## src/hw/rtl/sfr_pkg.sv

```systemverilog
`timescale 1ns / 1ps

package sfr_pkg;

   // Field widths of the header and result items.
   localparam int SEQ_WIDTH = 31;
   localparam int BYTE_COUNT_WIDTH = 16;
   localparam int FRAG_SIZE_WIDTH = 15;
   localparam int STATUS_WIDTH = 3;

   // Configuration port geometry and register indexes.
   localparam int CSR_INDEX_WIDTH = 1;
   localparam int CSR_DATA_WIDTH = 16;
   localparam logic [CSR_INDEX_WIDTH-1:0] CSR_FRAGMENT_SIZE = 1'd0;
   localparam logic [CSR_INDEX_WIDTH-1:0] CSR_MESSAGE_MAX_SIZE = 1'd1;

   // Configuration reset values.
   localparam logic [FRAG_SIZE_WIDTH-1:0] FRAGMENT_SIZE_RESET = 15'd1300;
   localparam logic [BYTE_COUNT_WIDTH-1:0] MESSAGE_MAX_SIZE_RESET = 16'd16384;

   // Defaults for the top-level parameters.
   localparam int BUFFER_BYTES_DEFAULT = 32768;
   localparam int QUEUE_DEPTH_DEFAULT = 4;

   // Result status codes.
   localparam logic [STATUS_WIDTH-1:0] STATUS_DELIVERED = 3'd0;
   localparam logic [STATUS_WIDTH-1:0] STATUS_STALE = 3'd1;
   localparam logic [STATUS_WIDTH-1:0] STATUS_MISSED = 3'd2;
   localparam logic [STATUS_WIDTH-1:0] STATUS_ILLEGAL = 3'd3;
   localparam logic [STATUS_WIDTH-1:0] STATUS_PENDING = 3'd4;
   localparam logic [STATUS_WIDTH-1:0] STATUS_TOO_LARGE = 3'd5;

   // A classified header item as it travels from the front end to the back end.
   typedef struct packed {
      logic [SEQ_WIDTH-1:0] seq_number;
      logic is_fragment;
      logic [BYTE_COUNT_WIDTH-1:0] frag_start;
      logic [BYTE_COUNT_WIDTH-1:0] frag_len;
      logic [BYTE_COUNT_WIDTH-1:0] payload_bytes;
      logic len_negative;
      logic len_over_payload;
      logic len_full;
   } sfr_item_type;

endpackage

```

## src/hw/rtl/sfr_front.sv

```systemverilog
`timescale 1ns / 1ps

module sfr_front (
   input  logic clock,
   input  logic reset,
   input  logic req_valid,
   output logic req_ready,
   input  logic [sfr_pkg::SEQ_WIDTH-1:0] req_seq_number,
   input  logic req_is_fragment,
   input  logic signed [sfr_pkg::BYTE_COUNT_WIDTH-1:0] req_frag_start,
   input  logic signed [sfr_pkg::BYTE_COUNT_WIDTH-1:0] req_frag_len,
   input  logic [sfr_pkg::BYTE_COUNT_WIDTH-1:0] req_payload_bytes,
   input  logic csr_write_enable,
   input  logic [sfr_pkg::CSR_INDEX_WIDTH-1:0] csr_index,
   input  logic [sfr_pkg::CSR_DATA_WIDTH-1:0] csr_write_data,
   output logic push_valid,
   input  logic push_ready,
   output sfr_pkg::sfr_item_type push_item,
   output logic [sfr_pkg::BYTE_COUNT_WIDTH-1:0] message_max_size
);

   logic [sfr_pkg::FRAG_SIZE_WIDTH-1:0] fragment_size_ff, fragment_size_in;
   logic [sfr_pkg::BYTE_COUNT_WIDTH-1:0] message_max_size_ff, message_max_size_in;
   logic stage_valid_ff, stage_valid_in;
   sfr_pkg::sfr_item_type stage_item_ff;
   sfr_pkg::sfr_item_type classified;
   logic accept;

   // Configuration register decode.
   always_comb begin
      fragment_size_in = fragment_size_ff;
      message_max_size_in = message_max_size_ff;
      if (csr_write_enable) begin
         unique case (csr_index)
            sfr_pkg::CSR_FRAGMENT_SIZE: begin
               fragment_size_in = csr_write_data[sfr_pkg::FRAG_SIZE_WIDTH-1:0];
            end
            sfr_pkg::CSR_MESSAGE_MAX_SIZE: begin
               message_max_size_in = csr_write_data;
            end
            default: begin
            end
         endcase
      end
   end

   // Length checks that depend only on the header and the configuration.
   always_comb begin
      classified.seq_number = req_seq_number;
      classified.is_fragment = req_is_fragment;
      classified.frag_start = req_frag_start;
      classified.frag_len = req_frag_len;
      classified.payload_bytes = req_payload_bytes;
      classified.len_negative = req_frag_len[sfr_pkg::BYTE_COUNT_WIDTH-1];
      classified.len_over_payload = $unsigned(req_frag_len) > req_payload_bytes;
      classified.len_full = $unsigned(req_frag_len) == {1'b0, fragment_size_ff};
   end

   // One input stage; it drains into the queue whenever the queue has room.
   assign req_ready = !stage_valid_ff || push_ready;
   assign accept = req_valid && req_ready;

   always_comb begin
      stage_valid_in = stage_valid_ff;
      if (accept) begin
         stage_valid_in = 1'b1;
      end else if (push_ready) begin
         stage_valid_in = 1'b0;
      end
   end

   always_ff @(posedge clock) begin
      if (reset) begin
         fragment_size_ff <= sfr_pkg::FRAGMENT_SIZE_RESET;
         message_max_size_ff <= sfr_pkg::MESSAGE_MAX_SIZE_RESET;
         stage_valid_ff <= 1'b0;
      end else begin
         fragment_size_ff <= fragment_size_in;
         message_max_size_ff <= message_max_size_in;
         stage_valid_ff <= stage_valid_in;
      end
   end

   always_ff @(posedge clock) begin
      if (accept) begin
         stage_item_ff <= classified;
      end
   end

   assign push_valid = stage_valid_ff;
   assign push_item = stage_item_ff;
   assign message_max_size = message_max_size_ff;

endmodule

```

## src/hw/rtl/sfr_queue.sv

```systemverilog
`timescale 1ns / 1ps

module sfr_queue #(
   parameter int QUEUE_DEPTH = sfr_pkg::QUEUE_DEPTH_DEFAULT
) (
   input  logic clock,
   input  logic reset,
   input  logic push_valid,
   output logic push_ready,
   input  sfr_pkg::sfr_item_type push_item,
   output logic pop_valid,
   input  logic pop_ready,
   output sfr_pkg::sfr_item_type pop_item
);

   localparam int PTR_WIDTH = (QUEUE_DEPTH > 1) ? $clog2(QUEUE_DEPTH) : 1;
   localparam int COUNT_WIDTH = $clog2(QUEUE_DEPTH + 1);
   localparam logic [PTR_WIDTH-1:0] LAST_SLOT = PTR_WIDTH'(QUEUE_DEPTH - 1);
   localparam logic [COUNT_WIDTH-1:0] FULL_COUNT = COUNT_WIDTH'(QUEUE_DEPTH);

   sfr_pkg::sfr_item_type storage_ff [QUEUE_DEPTH];
   logic [PTR_WIDTH-1:0] wr_ptr_ff, wr_ptr_in;
   logic [PTR_WIDTH-1:0] rd_ptr_ff, rd_ptr_in;
   logic [COUNT_WIDTH-1:0] count_ff, count_in;
   logic push, pop;

   assign push_ready = count_ff != FULL_COUNT;
   assign pop_valid = count_ff != '0;
   assign push = push_valid && push_ready;
   assign pop = pop_valid && pop_ready;
   assign pop_item = storage_ff[rd_ptr_ff];

   // Pointer and fill count update.
   always_comb begin
      wr_ptr_in = wr_ptr_ff;
      rd_ptr_in = rd_ptr_ff;
      count_in = count_ff;
      if (push) begin
         wr_ptr_in = (wr_ptr_ff == LAST_SLOT) ? '0 : PTR_WIDTH'(wr_ptr_ff + 1'b1);
      end
      if (pop) begin
         rd_ptr_in = (rd_ptr_ff == LAST_SLOT) ? '0 : PTR_WIDTH'(rd_ptr_ff + 1'b1);
      end
      if (push && !pop) begin
         count_in = COUNT_WIDTH'(count_ff + 1'b1);
      end else if (pop && !push) begin
         count_in = COUNT_WIDTH'(count_ff - 1'b1);
      end
   end

   always_ff @(posedge clock) begin
      if (reset) begin
         wr_ptr_ff <= '0;
         rd_ptr_ff <= '0;
         count_ff <= '0;
      end else begin
         wr_ptr_ff <= wr_ptr_in;
         rd_ptr_ff <= rd_ptr_in;
         count_ff <= count_in;
      end
   end

   always_ff @(posedge clock) begin
      if (push) begin
         storage_ff[wr_ptr_ff] <= push_item;
      end
   end

   // The fill count never passes the depth.
   a_count_bound: assert property (@(posedge clock) disable iff (reset)
      count_ff <= FULL_COUNT)
      else $error("queue fill count exceeds depth");

endmodule

```

## src/hw/rtl/sfr_back.sv

```systemverilog
`timescale 1ns / 1ps

module sfr_back #(
   parameter int BUFFER_BYTES = sfr_pkg::BUFFER_BYTES_DEFAULT
) (
   input  logic clock,
   input  logic reset,
   input  logic pop_valid,
   output logic pop_ready,
   input  sfr_pkg::sfr_item_type pop_item,
   input  logic [sfr_pkg::BYTE_COUNT_WIDTH-1:0] message_max_size,
   output logic rsp_valid,
   input  logic rsp_ready,
   output logic rsp_deliver,
   output logic [sfr_pkg::STATUS_WIDTH-1:0] rsp_status,
   output logic [sfr_pkg::SEQ_WIDTH-1:0] rsp_gap_count,
   output logic [sfr_pkg::BYTE_COUNT_WIDTH-1:0] rsp_message_length,
   output logic [sfr_pkg::SEQ_WIDTH-1:0] rsp_seq_out
);

   localparam int SUM_WIDTH = sfr_pkg::BYTE_COUNT_WIDTH + 1;
   localparam logic [SUM_WIDTH-1:0] BUFFER_LIMIT = SUM_WIDTH'(BUFFER_BYTES);

   logic [sfr_pkg::SEQ_WIDTH-1:0] last_seq_ff, last_seq_in;
   logic [sfr_pkg::SEQ_WIDTH-1:0] asm_seq_ff, asm_seq_in;
   logic [sfr_pkg::BYTE_COUNT_WIDTH-1:0] asm_bytes_ff, asm_bytes_in;

   logic rsp_valid_ff, rsp_valid_in;
   logic deliver_ff, deliver_in;
   logic [sfr_pkg::STATUS_WIDTH-1:0] status_ff, status_in;
   logic [sfr_pkg::SEQ_WIDTH-1:0] gap_ff, gap_in;
   logic [sfr_pkg::BYTE_COUNT_WIDTH-1:0] length_ff, length_in;
   logic [sfr_pkg::SEQ_WIDTH-1:0] seq_out_ff, seq_out_in;

   logic fire, stale, missed, illegal;
   logic [sfr_pkg::BYTE_COUNT_WIDTH-1:0] base_bytes;
   logic [SUM_WIDTH-1:0] sum_wide;
   logic [sfr_pkg::BYTE_COUNT_WIDTH-1:0] sum_bytes;
   logic [sfr_pkg::SEQ_WIDTH-1:0] gap;

   // The head item is taken when the result register is free or being emptied.
   assign pop_ready = !rsp_valid_ff || rsp_ready;
   assign fire = pop_valid && pop_ready;

   // Sequence and fragment checks against the current reassembly state.
   assign stale = pop_item.seq_number <= last_seq_ff;
   assign gap = sfr_pkg::SEQ_WIDTH'(pop_item.seq_number - last_seq_ff - 1'b1);
   assign base_bytes = (pop_item.seq_number != asm_seq_ff) ? '0 : asm_bytes_ff;
   assign missed = pop_item.frag_start[sfr_pkg::BYTE_COUNT_WIDTH-1]
                   || (pop_item.frag_start != base_bytes);
   assign sum_wide = {1'b0, base_bytes} + {1'b0, pop_item.frag_len};
   assign sum_bytes = sum_wide[sfr_pkg::BYTE_COUNT_WIDTH-1:0];
   assign illegal = pop_item.len_negative || pop_item.len_over_payload
                    || (sum_wide > BUFFER_LIMIT);

   // Result and state update for the head item.
   always_comb begin
      last_seq_in = last_seq_ff;
      asm_seq_in = asm_seq_ff;
      asm_bytes_in = asm_bytes_ff;
      deliver_in = 1'b0;
      status_in = sfr_pkg::STATUS_STALE;
      gap_in = '0;
      length_in = '0;
      seq_out_in = '0;
      if (!stale) begin
         gap_in = gap;
         if (!pop_item.is_fragment) begin
            deliver_in = 1'b1;
            status_in = sfr_pkg::STATUS_DELIVERED;
            length_in = pop_item.payload_bytes;
            seq_out_in = pop_item.seq_number;
            if (fire) begin
               last_seq_in = pop_item.seq_number;
            end
         end else begin
            if (fire) begin
               asm_seq_in = pop_item.seq_number;
               asm_bytes_in = base_bytes;
            end
            if (missed) begin
               status_in = sfr_pkg::STATUS_MISSED;
            end else if (illegal) begin
               status_in = sfr_pkg::STATUS_ILLEGAL;
            end else if (pop_item.len_full) begin
               status_in = sfr_pkg::STATUS_PENDING;
               if (fire) begin
                  asm_bytes_in = sum_bytes;
               end
            end else if (sum_bytes > message_max_size) begin
               status_in = sfr_pkg::STATUS_TOO_LARGE;
               if (fire) begin
                  asm_bytes_in = sum_bytes;
               end
            end else begin
               deliver_in = 1'b1;
               status_in = sfr_pkg::STATUS_DELIVERED;
               length_in = sum_bytes;
               seq_out_in = pop_item.seq_number;
               if (fire) begin
                  asm_bytes_in = '0;
                  last_seq_in = pop_item.seq_number;
               end
            end
         end
      end
   end

   // Result register valid flag.
   always_comb begin
      rsp_valid_in = rsp_valid_ff;
      if (fire) begin
         rsp_valid_in = 1'b1;
      end else if (rsp_ready) begin
         rsp_valid_in = 1'b0;
      end
   end

   always_ff @(posedge clock) begin
      if (reset) begin
         last_seq_ff <= '0;
         asm_seq_ff <= '0;
         asm_bytes_ff <= '0;
         rsp_valid_ff <= 1'b0;
      end else begin
         last_seq_ff <= last_seq_in;
         asm_seq_ff <= asm_seq_in;
         asm_bytes_ff <= asm_bytes_in;
         rsp_valid_ff <= rsp_valid_in;
      end
   end

   always_ff @(posedge clock) begin
      if (fire) begin
         deliver_ff <= deliver_in;
         status_ff <= status_in;
         gap_ff <= gap_in;
         length_ff <= length_in;
         seq_out_ff <= seq_out_in;
      end
   end

   assign rsp_valid = rsp_valid_ff;
   assign rsp_deliver = deliver_ff;
   assign rsp_status = status_ff;
   assign rsp_gap_count = gap_ff;
   assign rsp_message_length = length_ff;
   assign rsp_seq_out = seq_out_ff;

   // A delivery always carries the delivered status and a nonzero sequence.
   a_deliver_status: assert property (@(posedge clock) disable iff (reset)
      rsp_valid_ff && deliver_ff |-> status_ff == sfr_pkg::STATUS_DELIVERED
                                     && seq_out_ff != '0)
      else $error("delivery without delivered status or sequence");

   // A stale result reports nothing else.
   a_stale_clean: assert property (@(posedge clock) disable iff (reset)
      rsp_valid_ff && status_ff == sfr_pkg::STATUS_STALE
         |-> !deliver_ff && gap_ff == '0 && seq_out_ff == '0 && length_ff == '0)
      else $error("stale result carries data");

   // The accepted sequence only moves forward.
   a_seq_monotonic: assert property (@(posedge clock) disable iff (reset)
      $past(!reset) |-> last_seq_ff >= $past(last_seq_ff))
      else $error("accepted sequence moved backward");

   // The gathered byte count stays within the buffer.
   a_buffer_bound: assert property (@(posedge clock) disable iff (reset)
      {1'b0, asm_bytes_ff} <= BUFFER_LIMIT)
      else $error("assembled bytes exceed buffer");

endmodule

```

## src/hw/rtl/sequenced_fragment_reassembly.sv

```systemverilog
`timescale 1ns / 1ps
// Path: each header item passes the input stage, the queue and the result register in turn,
// and waits in them while the result side stalls.
// Throughput: one item per cycle while rsp_ready is high; the back end updates its state as it takes each item.
// Reset: synchronous, active high; clears the sequence and reassembly state,
// empties the queue and result register, and restores the configuration defaults.

module sequenced_fragment_reassembly #(
   parameter int BUFFER_BYTES = sfr_pkg::BUFFER_BYTES_DEFAULT,
   parameter int QUEUE_DEPTH = sfr_pkg::QUEUE_DEPTH_DEFAULT
) (
   input  logic clock,
   input  logic reset,
   input  logic req_valid,
   output logic req_ready,
   input  logic [sfr_pkg::SEQ_WIDTH-1:0] req_seq_number,
   input  logic req_is_fragment,
   input  logic signed [sfr_pkg::BYTE_COUNT_WIDTH-1:0] req_frag_start,
   input  logic signed [sfr_pkg::BYTE_COUNT_WIDTH-1:0] req_frag_len,
   input  logic [sfr_pkg::BYTE_COUNT_WIDTH-1:0] req_payload_bytes,
   output logic rsp_valid,
   input  logic rsp_ready,
   output logic rsp_deliver,
   output logic [sfr_pkg::STATUS_WIDTH-1:0] rsp_status,
   output logic [sfr_pkg::SEQ_WIDTH-1:0] rsp_gap_count,
   output logic [sfr_pkg::BYTE_COUNT_WIDTH-1:0] rsp_message_length,
   output logic [sfr_pkg::SEQ_WIDTH-1:0] rsp_seq_out,
   input  logic csr_write_enable,
   input  logic [sfr_pkg::CSR_INDEX_WIDTH-1:0] csr_index,
   input  logic [sfr_pkg::CSR_DATA_WIDTH-1:0] csr_write_data
);

   logic push_valid, push_ready;
   logic pop_valid, pop_ready;
   sfr_pkg::sfr_item_type push_item, pop_item;
   logic [sfr_pkg::BYTE_COUNT_WIDTH-1:0] message_max_size;

   // Front end: configuration and header classification.
   sfr_front u_front (
      .clock (clock),
      .reset (reset),
      .req_valid (req_valid),
      .req_ready (req_ready),
      .req_seq_number (req_seq_number),
      .req_is_fragment (req_is_fragment),
      .req_frag_start (req_frag_start),
      .req_frag_len (req_frag_len),
      .req_payload_bytes (req_payload_bytes),
      .csr_write_enable (csr_write_enable),
      .csr_index (csr_index),
      .csr_write_data (csr_write_data),
      .push_valid (push_valid),
      .push_ready (push_ready),
      .push_item (push_item),
      .message_max_size (message_max_size)
   );

   // Queue between the front and back ends.
   sfr_queue #(
      .QUEUE_DEPTH (QUEUE_DEPTH)
   ) u_queue (
      .clock (clock),
      .reset (reset),
      .push_valid (push_valid),
      .push_ready (push_ready),
      .push_item (push_item),
      .pop_valid (pop_valid),
      .pop_ready (pop_ready),
      .pop_item (pop_item)
   );

   // Back end: sequence tracking, reassembly and result register.
   sfr_back #(
      .BUFFER_BYTES (BUFFER_BYTES)
   ) u_back (
      .clock (clock),
      .reset (reset),
      .pop_valid (pop_valid),
      .pop_ready (pop_ready),
      .pop_item (pop_item),
      .message_max_size (message_max_size),
      .rsp_valid (rsp_valid),
      .rsp_ready (rsp_ready),
      .rsp_deliver (rsp_deliver),
      .rsp_status (rsp_status),
      .rsp_gap_count (rsp_gap_count),
      .rsp_message_length (rsp_message_length),
      .rsp_seq_out (rsp_seq_out)
   );

endmodule
```

## config.mk

```make
export PLATFORM = sky130hd
export DESIGN_NAME = sequenced_fragment_reassembly
export DESIGN_NICKNAME = d
export VERILOG_FILES = /design/src/hw/rtl/sfr_pkg.sv /design/src/hw/rtl/sfr_front.sv /design/src/hw/rtl/sfr_queue.sv /design/src/hw/rtl/sfr_back.sv /design/src/hw/rtl/sequenced_fragment_reassembly.sv
export SDC_FILE = /design/constraint.sdc
export NUM_CORES = 1
export LEC_CHECK = 0
export BUFFER_PORTS_ARGS = -buffer_cell sky130_fd_sc_hd__clkbuf_2
export CORE_MARGIN = 2
export CORE_UTILIZATION = 40
export DETAILED_ROUTE_END_ITERATION = 12
export GPL_TIMING_DRIVEN = 0
export SLEW_MARGIN = 15
export SYNTH_ARGS = -nofsm -noshare
export SYNTH_HDL_FRONTEND = slang
export SYNTH_HIERARCHICAL = 1
export SYNTH_SLANG_ARGS = --single-unit
```

## constraint.sdc

```tcl
create_clock -name clock -period 10.3 [get_ports clock]
set_input_delay 1.545 -clock clock [delete_from_list [all_inputs] [get_ports clock]]
set_output_delay 1.545 -clock clock [all_outputs]
set_load 0.05 [all_outputs]
```

==> metrics.txt, run 1 <==
status complete, no violations; most common cell after layout, fill and taps aside edfxtp_1; clk_lat worst skew 0.61 ns; Total Nets Final 2356; Initial Utilization 0.4049; MaxCap Viol Count 0; leakage 11.11 nW; fin cells 3084; # rows 94; Slew @ Worst Pin 1.201 ns; Routed WL 65410 microns; die area 0.06887 sq mm; Crit path max-delay family simple AND/OR/NAND/NOR gates; Die X 262.4 microns; postcts setup bufs 0; setup ws final 1.122 ns; fraction of layout cells with a size suffix above 1 0.1956; post-route cell area 0.03105 sq mm; DP Worst Slack 1.230 ns; fin crit period 9.178 ns; CTS tree built; worst vdd ir 0.1554 mV; Hold WS 0.4553 ns; Distinct cells, synth 87; area share of the leading cell type in the synthesized netlist 0.5575; crit path buf inv count 5; total core area 0.06598 sq mm; Power per Cell Area 306.7 mW/mm^2; dpl cells 2963; CP required 10.65 ns; first-pass detailed-route iteration total 7; crit start category flop; leading post-synthesis cells by cell area edfxtp_1 56%, dfxtp_1 9.0%, mux4_2 7.0%; DP Wirelength 47770 microns; Post-DP Area 0.02900 sq mm; commonest non-fill, non-tap cells in the layout 496 x edfxtp_1, 232 x nand2_1, 187 x clkbuf_2; worst min path class flop to flop; Resized Gates After CTS 0; Sink Count 616; final core utilization 0.4706; Routed Antenna Nets 0; DRT iter0 DRCs 1332; CTS max path bufs 3; I/O pins 186; gr usage total 0.1882; period utilization 0.8910; H-tree levels 3; setup violators final 0; Slew Viols, Final 0; Pwr Total 9.523 mW; initial antenna violation count 2; clk slew on worst S/H paths 0.06 ns; setup TNS 0 ns; Syn Area/Cell 14.03 sq um; Post-synth EDFFs 496; via count 16280; Max Clk Rate 109.0 MHz; critical path class flop to flop; RSZ-0062 raised after global routing false; WL per Instance 21.21 microns; largest net degree at the start of global routing 54; Fin. Hold Viols 0; vias in the first global route 16370; area of the mapped netlist 0.02671 sq mm; Num CTS Buffers 66; Crit path largest cell delay 0.92 ns; Synth Register Bits 616; grt ovf 0; root buf cell clkbuf_16; cts hold-fix bufs 0; first-pass GRT wire length 97920 microns; Placer Congestion 0.8566; Vias/cell 5.280; Yosys warnings 6; Gate Count Post-Synth 1904; area leader, netlist edfxtp_1; Syn Nets 2093; Slowest cell on crit path nor4_2; ys async rst share 0; crit-path max FO 10; IO buf count 185; DRC violations left 0; worst path arrival time 9.52 ns; Area Growth Syn to Fin 16.24%; prevailing post-synth register cell edfxtp_1; Die Height 262.4 microns; Crit. End Element flop; Max Clock Skew 0.03082 ns; sequential fraction of the synthesis area 0.6475; Slew headroom 0.1995
==> Yosys cell counts, types with 6 or more instances <==
master,n
mux2i_1,37
nand4_1,27
a211o_1,8
o21ai_1,10
or2_2,7
xor2_1,26
edfxtp_1,496
or3_1,10
o21ai_0,33
a31oi_1,6
nor3_1,30
o21bai_1,9
dfxtp_1,120
a21o_1,28
and2_1,9
and3_1,24
clkbuf_1,46
nand2b_1,10
buf_4,11
mux4_2,83
nor2_1,64
xnor2_1,60
nor3b_1,31
nand2_1,232
o21a_1,11
nand3_1,16
a32o_1,16
buf_2,17
a211oi_1,13
ha_1,84
a21oi_1,112
inv_1,107
==> cell type report <==
class	instances	area [sq um]
fill	5726	34930
inverter	108	407.9
antenna	1	2.502
sequential	616	17300
tap	864	1081
clock buffer	86	1779
multi-input combinational	1098	8642
timing repair buffer	195	1186
clock inverter	34	270.3
buffer	82	387.9
==> where the power goes <==
group | internal [mW] | total (mW) | switching, mW
clock | 1.30 | 2.24 | 0.940
combinational | 1.28 | 3.88 | 2.60
sequential | 3.24 | 3.40 | 0.163
==> registers in the layout, summed over array words and instances, names as in the netlist, named ones only <==
signal and flops:
u_queue/storage_ff 332, u_front/push_item 82, u_back/asm_seq_ff 31, u_back/last_seq_ff 31, u_back/rsp_gap_count 31, u_back/rsp_seq_out 31, u_back/asm_bytes_ff 16, u_back/rsp_message_length 16
u_front/message_max_size 16, u_front/fragment_size_ff 15, u_back/rsp_status 3, u_queue/count_ff 3, u_queue/rd_ptr_ff 2, u_queue/wr_ptr_ff 2, u_back/rsp_deliver 1, u_back/rsp_valid 1
u_front/push_valid 1
==> kinds of logic after synthesis <==
| group | count (synthesis) | share of synthesized area |
|---|---|---|
| DFF | 616 | 0.6475 |
| xor gates and xnor gates | 86 | 0.02820 |
| muxes | 122 | 0.08468 |
| adders and majority gates | 88 | 0.04201 |
| AOI/OAI and AO/OA | 297 | 0.07428 |
| buffers and inverters | 190 | 0.02969 |
| and+or+nand+nor | 505 | 0.09367 |
==> worst min-delay path, stage by stage, from the launching register on <==
cell     delay, ns
dfxtp_1       0.31
nand2_1       0.05
a21oi_1       0.05
==> metal layers <==
metal | wire (microns) | global-route usage
met1 | 27570 | 0.2379
met2 | 32670 | 0.3258
met3 | 3058 | 0.02820
met4 | 2111 | 0.07456
met5 | 0 | 0
==> path summary, 6_finish.rpt <==
check | from | endpoint | slack, ns | cells past startpoint
max | flop | u_back/rsp_seq_out[21] | 1.12 | 26
min reg2reg | u_front/message_max_size[15] | u_front/message_max_size[15] | 0.46 | 2
min | u_front/message_max_size[15] | u_front/message_max_size[15] | 0.46 | 2
max reg2reg | flop | u_back/rsp_seq_out[21] | 1.12 | 26
Note: power is estimated with default switching activity, not from simulation.
==> run 2, diff against run 1 <==
Settings changed: MAX_ROUTING_LAYER set to met4.
==> run 2 against run 1 <==
Effect of this change:
- clock skew grew 0.0016 ns
- critical endpoint is now u_back/rsp_seq_out[14]
- via count is essentially flat
- utilization grew 0.065 points
- worst setup slack gained 0.26 ns
- non-clock buffer count is the same
- fmax grew 2.9%
- final area grew 0.14%
- first-iteration DRC count grew 1.2%
==> metrics.txt, run 2 (synthesis gave the netlist of run 1 again) <==
status complete, no violations (unchanged); CTS tree built (unchanged); clk slew on worst S/H paths 0.06 ns (about the same); I/O pins 186 (unchanged); fraction of layout cells with a size suffix above 1 0.1973 (was 0.1956); setup TNS 0 ns (unchanged); met1 track demand over resource 0.2442 (was 0.2379); worst path arrival time 9.29 ns (was 9.52 ns); critical path class flop to flop (unchanged); worst hold start u_back/last_seq_ff[1] (was u_front/message_max_size[15]); IO buf count 185 (unchanged); crit start category flop (unchanged); postcts setup bufs 0 (unchanged); setup violators final 0 (unchanged); Resized Gates After CTS 0 (unchanged); Num CTS Buffers 66 (unchanged); clk_lat worst skew 0.61 ns (about the same); RSZ-0062 raised after global routing false (unchanged); Initial Utilization 0.4049 (unchanged); DP Worst Slack 1.368 ns (was 1.230 ns); reg2reg end u_back/rsp_seq_out[14] (was u_back/rsp_seq_out[21]); max reg flops 332 (unchanged); H-tree levels 3 (unchanged); first-pass detailed-route iteration total 5 (was 7); Slew Viols, Final 0 (unchanged); worst vdd ir 0.2408 mV (was 0.1554 mV); Max Clock Skew 0.03241 ns (was 0.03082 ns); vias in the first global route 16400 (was 16370); reg-to-reg slack, setup 1.38 ns (was 1.12 ns); commonest non-fill, non-tap cells in the layout 496 x edfxtp_1, 232 x nand2_1, 187 x clkbuf_2 (unchanged); root buf cell clkbuf_16 (unchanged); Die X 262.4 microns (unchanged); MaxCap Viol Count 0 (unchanged); DRT iter0 DRCs 1348 (was 1332); most common cell after layout, fill and taps aside edfxtp_1 (unchanged); crit-path max FO 10 (unchanged); leakage 11.12 nW (was 11.11 nW); total core area 0.06598 sq mm (unchanged); Max Clk Rate 112.1 MHz (was 109.0 MHz); Vias/cell 5.278 (was 5.280); Die Height 262.4 microns (unchanged); initial antenna violation count 4 (was 2); die area 0.06887 sq mm (unchanged); Crit. End Element flop (unchanged); WL per Instance 21.36 microns (was 21.21 microns); Fin. Hold Viols 0 (unchanged); cts hold-fix bufs 0 (unchanged); hold endpoint u_back/last_seq_ff[1] (was u_front/message_max_size[15]); Power per Cell Area 309.3 mW/mm^2 (was 306.7 mW/mm^2); Placer Congestion 0.8609 (was 0.8566); grt ovf 0 (unchanged); Area Growth Syn to Fin 16.40% (was 16.24%); CTS max path bufs 3 (unchanged); Worst Reg-to-Reg Cells 26 (unchanged); Total Nets Final 2356 (unchanged); Slew @ Worst Pin 1.126 ns (was 1.201 ns); largest net degree at the start of global routing 54 (unchanged); met3 Use GR 0.02633 (was 0.02820); worst min path class flop to flop (unchanged); Routed Antenna Nets 0 (unchanged); via count 16280 (about the same); Sink Count 616 (unchanged); Slew headroom 0.2429 (was 0.1995); setup ws final 1.378 ns (was 1.122 ns); WHS Path Cells 2 (unchanged); period utilization 0.8662 (was 0.8910); # rows 94 (unchanged); first-pass GRT wire length 98700 microns (was 97920 microns); fin crit period 8.922 ns (was 9.178 ns); DRC violations left 0 (unchanged); Routed WL 65870 microns (was 65410 microns); Ant. Diodes 0 (was 1); Most flops, register u_queue/storage_ff (unchanged); DP Wirelength 47940 microns (was 47770 microns); grt met2 use 0.3324 (was 0.3258); GR peak layer met2 (unchanged); CP required 10.67 ns (was 10.65 ns); gr usage total 0.1959 (was 0.1882)
-- run 2: cell types whose count changed in the layout (fill, tap and decap cells not counted), sizes merged --
cell / before / now
clkbuf: 319 / 320
clkinv: 26 / 20
diode: 1 / 0
bufinv: 3 / 5
clkinvlp: 2 / 6
-- run 2: per-stage QoR --
| step | hold WS (ns) | area [sq um] | power, mW | util | cells |
|---|---|---|---|---|---|
| after floorplan | 0.4347 | 26710 | 6.239 | - | 1904 |
| after global placement | 0.4444 | 28720 | 7.306 | 0.4353 | 2953 |
| after detailed placement | 0.4497 | 28990 | 7.360 | 0.4393 | 2963 |
| after CTS | 0.4608 | 31100 | 9.701 | 0.4713 | 3084 |
| after global routing | 0.4722 | 31100 | 10.14 | 0.4713 | 3084 |
| final | 0.4579 | 31100 | 9.618 | 0.4713 | 3084 |
-- run 2: final cells by class --
| cell class | count | area (sq um) |
|---|---|---|
| repair buffers | 195 | 1171 |
| well taps | 864 | 1081 |
| inverters | 108 | 407.9 |
| plain buffers | 82 | 387.9 |
| flip-flops and latches | 616 | 17300 |
| clock inverters | 34 | 336.6 |
| multi-input cells | 1098 | 8642 |
| fillers | 5780 | 34880 |
| clock buffers | 87 | 1773 |
-- run 2: critical path, stage by stage (launching register included) --
cell      delay, ns
dfxtp_1        0.32
clkbuf_1       0.71
buf_2          0.44
mux4_2         0.49
xnor2_1        0.25
nand4_1        0.20
nor4_2         0.99
clkbuf_1       0.37
and3_1         0.26
ha_1           0.23
buf_2          0.17
and3_1         0.24
and3_1         0.25
o31a_1         0.26
o31a_1         0.29
nor2_1         0.12
xnor2_1        0.32
ha_1           0.37
a21oi_1        0.13
nor2b_1        0.05
o21ai_0        0.17
nand2b_1       0.10
or2_2          0.30
o32ai_2        0.44
a21oi_1        0.45
buf_2          0.34
nor3b_1        0.39
-- run 2: how the worst max path moves through the flow --
stage | start | end | slack, ns | depth (start not counted)
5_1_grt | flop | u_back/rsp_seq_out[14] | 0.81 | 26
2_1_floorplan | flop | u_back/rsp_message_length[9] | 4.10 | 27
4_1_cts | flop | u_back/rsp_seq_out[14] | 1.33 | 26
3_5_place_dp | flop | u_back/rsp_seq_out[14] | 1.37 | 26
6_report | flop | u_back/rsp_seq_out[14] | 1.38 | 26
3_3_place_gp | flop | u_back/rsp_seq_out[12] | 1.34 | 25
-- run 2: where the power goes --
part	leakage [nW]	switching, mW	total [mW]	internal [mW]
clock	1.01	0.963	2.31	1.35
combinational	4.49	2.62	3.90	1.29
sequential	5.61	0.164	3.40	3.24
total	11.1	3.75	9.62	5.87
-- run 2: per-layer routing --
layer | part of all wire | vias up
li1 | - | 7711
met1 | 0.42 | 8029
met5 | 0 | -
met2 | 0.51 | 444
met4 | 0.022 | 0
met3 | 0.053 | 92
==> run 3, diff against run 2 <==
Settings changed: ABC_AREA set to 1, PLACE_DENSITY_LB_ADDON set to 0.08.
==> run 3 against run 2 <==
Effect of this change:
- combinational power grew 32%
- global-route usage up 3.0 points
- synthesized area increased by 2.9%
- register-to-register slack better by 1.3 ns
- fmax grew 17%
- worst setup slack better by 1.3 ns
- largest power group unchanged
==> metrics.txt, run 3 <==
first-pass detailed-route iteration total 5 (unchanged); grt ovf 0 (unchanged); Gate Count Post-Synth 2628 (was 1904); largest net degree at the start of global routing 53 (was 54); CTS max path bufs 3 (unchanged); Die Height 266.1 microns (was 262.4 microns); WHS Path Cells 2 (unchanged); ys async rst share 0 (unchanged); Worst Reg-to-Reg Cells 41 (was 26); H-tree levels 3 (unchanged); setup violators final 0 (unchanged); via count 19610 (was 16280); DRT iter0 DRCs 1439 (was 1348); total core area 0.06835 sq mm (was 0.06598 sq mm); vias in the first global route 19360 (was 16400); clk_lat worst skew 0.61 ns (about the same); worst min path class flop to flop (unchanged); Resized Gates After CTS 0 (unchanged); Num CTS Buffers 71 (was 66); setup TNS 0 ns (unchanged); Routed WL 77910 microns (was 65870 microns); Crit path largest cell delay 0.67 ns (was 0.99 ns); Slew headroom 0.2894 (was 0.2429); Max Clk Rate 131.1 MHz (was 112.1 MHz); Synth Register Bits 616 (unchanged); most common cell after layout, fill and taps aside edfxtp_1 (unchanged); Area Growth Syn to Fin 17.22% (was 16.40%); Most common cell on crit path nand2_1; Most flops, register u_queue/storage_ff (unchanged); Initial Utilization 0.4021 (was 0.4049); worst path arrival time 7.96 ns (was 9.29 ns); IO buf count 185 (unchanged); area share of the leading cell type in the synthesized netlist 0.5420 (was 0.5575); commonest non-fill, non-tap cells in the layout 496 x edfxtp_1, 381 x nor2_1, 378 x nand2_1 (was 496 x edfxtp_1, 232 x nand2_1, 187 x clkbuf_2); Pwr Total 11.04 mW (was 9.618 mW); Power per Cell Area 342.8 mW/mm^2 (was 309.3 mW/mm^2); CP required 10.63 ns (was 10.67 ns); prevailing post-synth register cell edfxtp_1 (unchanged); reg2reg end u_back/rsp_seq_out[30] (was u_back/rsp_seq_out[14]); fraction of layout cells with a size suffix above 1 0.1499 (was 0.1973); crit-path max FO 10 (unchanged); # rows 96 (was 94); I/O pins 186 (unchanged); DRC violations left 0 (unchanged); DP Wirelength 57250 microns (was 47940 microns); Sink Count 616 (unchanged); reg-to-reg slack, setup 2.67 ns (was 1.38 ns); status complete, no violations (unchanged); first-pass GRT wire length 116500 microns (was 98700 microns); worst vdd ir 0.1436 mV (was 0.2408 mV); RSZ-0062 raised after global routing false (unchanged); initial antenna violation count 1 (was 4); Placer Congestion 0.8957 (was 0.8609); area of the mapped netlist 0.02748 sq mm (was 0.02671 sq mm); Syn Nets 2817 (was 2093); Yosys warnings 6 (unchanged); cts hold-fix bufs 0 (unchanged); Fin. Hold Viols 0 (unchanged); leading post-synthesis cells by cell area edfxtp_1 54%, dfxtp_1 8.7%, nor2_1 5.3% (was edfxtp_1 56%, dfxtp_1 9.0%, mux4_2 7.0%); Die X 266.1 microns (was 262.4 microns); Max Clock Skew 0.02045 ns (was 0.03241 ns); crit start category flop (unchanged); root buf cell clkbuf_16 (unchanged); Crit. End Element flop (unchanged); max reg flops 332 (unchanged); area leader, netlist edfxtp_1 (unchanged); Post-synth top cells 496 x edfxtp_1, 385 x nor2_1, 378 x nand2_1 (was 496 x edfxtp_1, 232 x nand2_1, 120 x dfxtp_1); Syn Area/Cell 10.46 sq um (was 14.03 sq um); Slowest cell on crit path o22ai_1 (was nor4_2); Post-synth EDFFs 496 (unchanged); WL per Instance 20.27 microns (was 21.36 microns); Ant. Diodes 0 (unchanged); Routed Antenna Nets 0 (unchanged); Vias/cell 5.101 (was 5.278); worst hold start u_front/fragment_size_ff[11] (was u_back/last_seq_ff[1]); period utilization 0.7406 (was 0.8662); Slew @ Worst Pin 1.066 ns (was 1.126 ns); most frequent cell after synthesis edfxtp_1 (unchanged); critical path class flop to flop (unchanged); hold endpoint u_front/fragment_size_ff[11] (was u_back/last_seq_ff[1]); gr usage total 0.2259 (was 0.1959); sequential fraction of the synthesis area 0.6294 (was 0.6475); die area 0.07082 sq mm (was 0.06887 sq mm); clk slew on worst S/H paths 0.06 ns (about the same); postcts setup bufs 0 (unchanged); fin crit period 7.628 ns (was 8.922 ns); Total Nets Final 3094 (was 2356); Distinct cells, synth 48 (was 87); CTS tree built (unchanged); Slew Viols, Final 0 (unchanged); leakage 12.70 nW (was 11.12 nW); MaxCap Viol Count 0 (unchanged)
-- run 3: cell count changes in the layout (fill, tap and decap cells not counted), moves of 32 or more --
cell	change
a21oi_1	+62
inv_1	+134
mux2i_1	-37
mux4_2	-83
nand2_1	+146
nand3_1	+78
nor2_1	+317
o21ai_0	+145
o21ai_1	+67
o22ai_1	+80
xnor2_1	-32
-- run 3: layer usage --
| layer | part of all wire | track usage | vias up |
|---|---|---|---|
| met5 | 0 | - | - |
| met4 | 0.034 | 0.08564 | 0 |
| met3 | 0.042 | 0.02819 | 132 |
| met2 | 0.49 | 0.3761 | 492 |
| met1 | 0.44 | 0.2827 | 9339 |
| li1 | - | - | 9647 |
-- run 3: power by group --
| group | internal [mW] | total (mW) | leakage, nW | switching [mW] |
|---|---|---|---|---|
| registers | 3.30 | 3.48 | 5.63 | 0.188 |
| clock network | 1.40 | 2.40 | 1.11 | 0.999 |
| logic | 1.45 | 5.15 | 5.96 | 3.70 |
| total | 6.15 | 11.0 | 12.7 | 4.89 |
-- run 3: logic make-up (layout without fill, tap and decap cells) --
kind of cell,after synthesis,in the layout,synth area share
and+or+nand+nor,967,967,0.1502
xor gates and xnor gates,44,44,0.01402
AOI/OAI and AO/OA,546,546,0.1064
adders and majority gates,87,87,0.04043
buffers and inverters,368,702,0.05955
DFF,616,616,0.6294
-- run 3: through the flow --
step / utilization / hold WS (ns) / instance area (sq um) / cells / setup WS, ns
floorplan: - / 0.4420 / 27480 / 2628 / 4.198
global placement: 0.4318 / 0.4551 / 29510 / 3695 / 1.631
detailed placement: 0.4387 / 0.4691 / 29980 / 3714 / 2.693
CTS: 0.4714 / 0.4791 / 32210 / 3844 / 2.667
global route: 0.4714 / 0.4990 / 32210 / 3844 / 2.015
finish: 0.4714 / 0.4736 / 32210 / 3844 / 2.672
-- run 3: worst max-delay path, delay by kind of cell (launching register included) --
family	cells	cell delay [ns]
simple gates	28	3.11
buf+inv	7	1.58
compound gates	3	1.20
fa+ha+maj	2	0.67
flops	1	0.48
xor+xnor	1	0.28
-- run 3: final cells by class --
class | instances | area [sq um]
plain buffers | 109 | 656.9
clock buffers | 96 | 2019
clock inverters | 34 | 215.2
fillers | 6403 | 36130
inverters | 259 | 982.2
multi-input cells | 1644 | 8589
flip-flops and latches | 616 | 17300
well taps | 882 | 1104
repair buffers | 204 | 1351
-- run 3: worst max-delay path by stage --
stage,startpoint,depth (start not counted),to,slack (ns)
5_1_grt,flop,42,u_back/rsp_seq_out[30],2.02
3_3_place_gp,req_valid,3,u_front/push_item[73],1.63
3_5_place_dp,flop,41,u_back/rsp_seq_out[23],2.69
2_1_floorplan,req_valid,2,u_front/push_item[0],4.20
4_1_cts,flop,41,u_back/rsp_seq_out[23],2.67
6_report,flop,41,u_back/rsp_seq_out[30],2.67
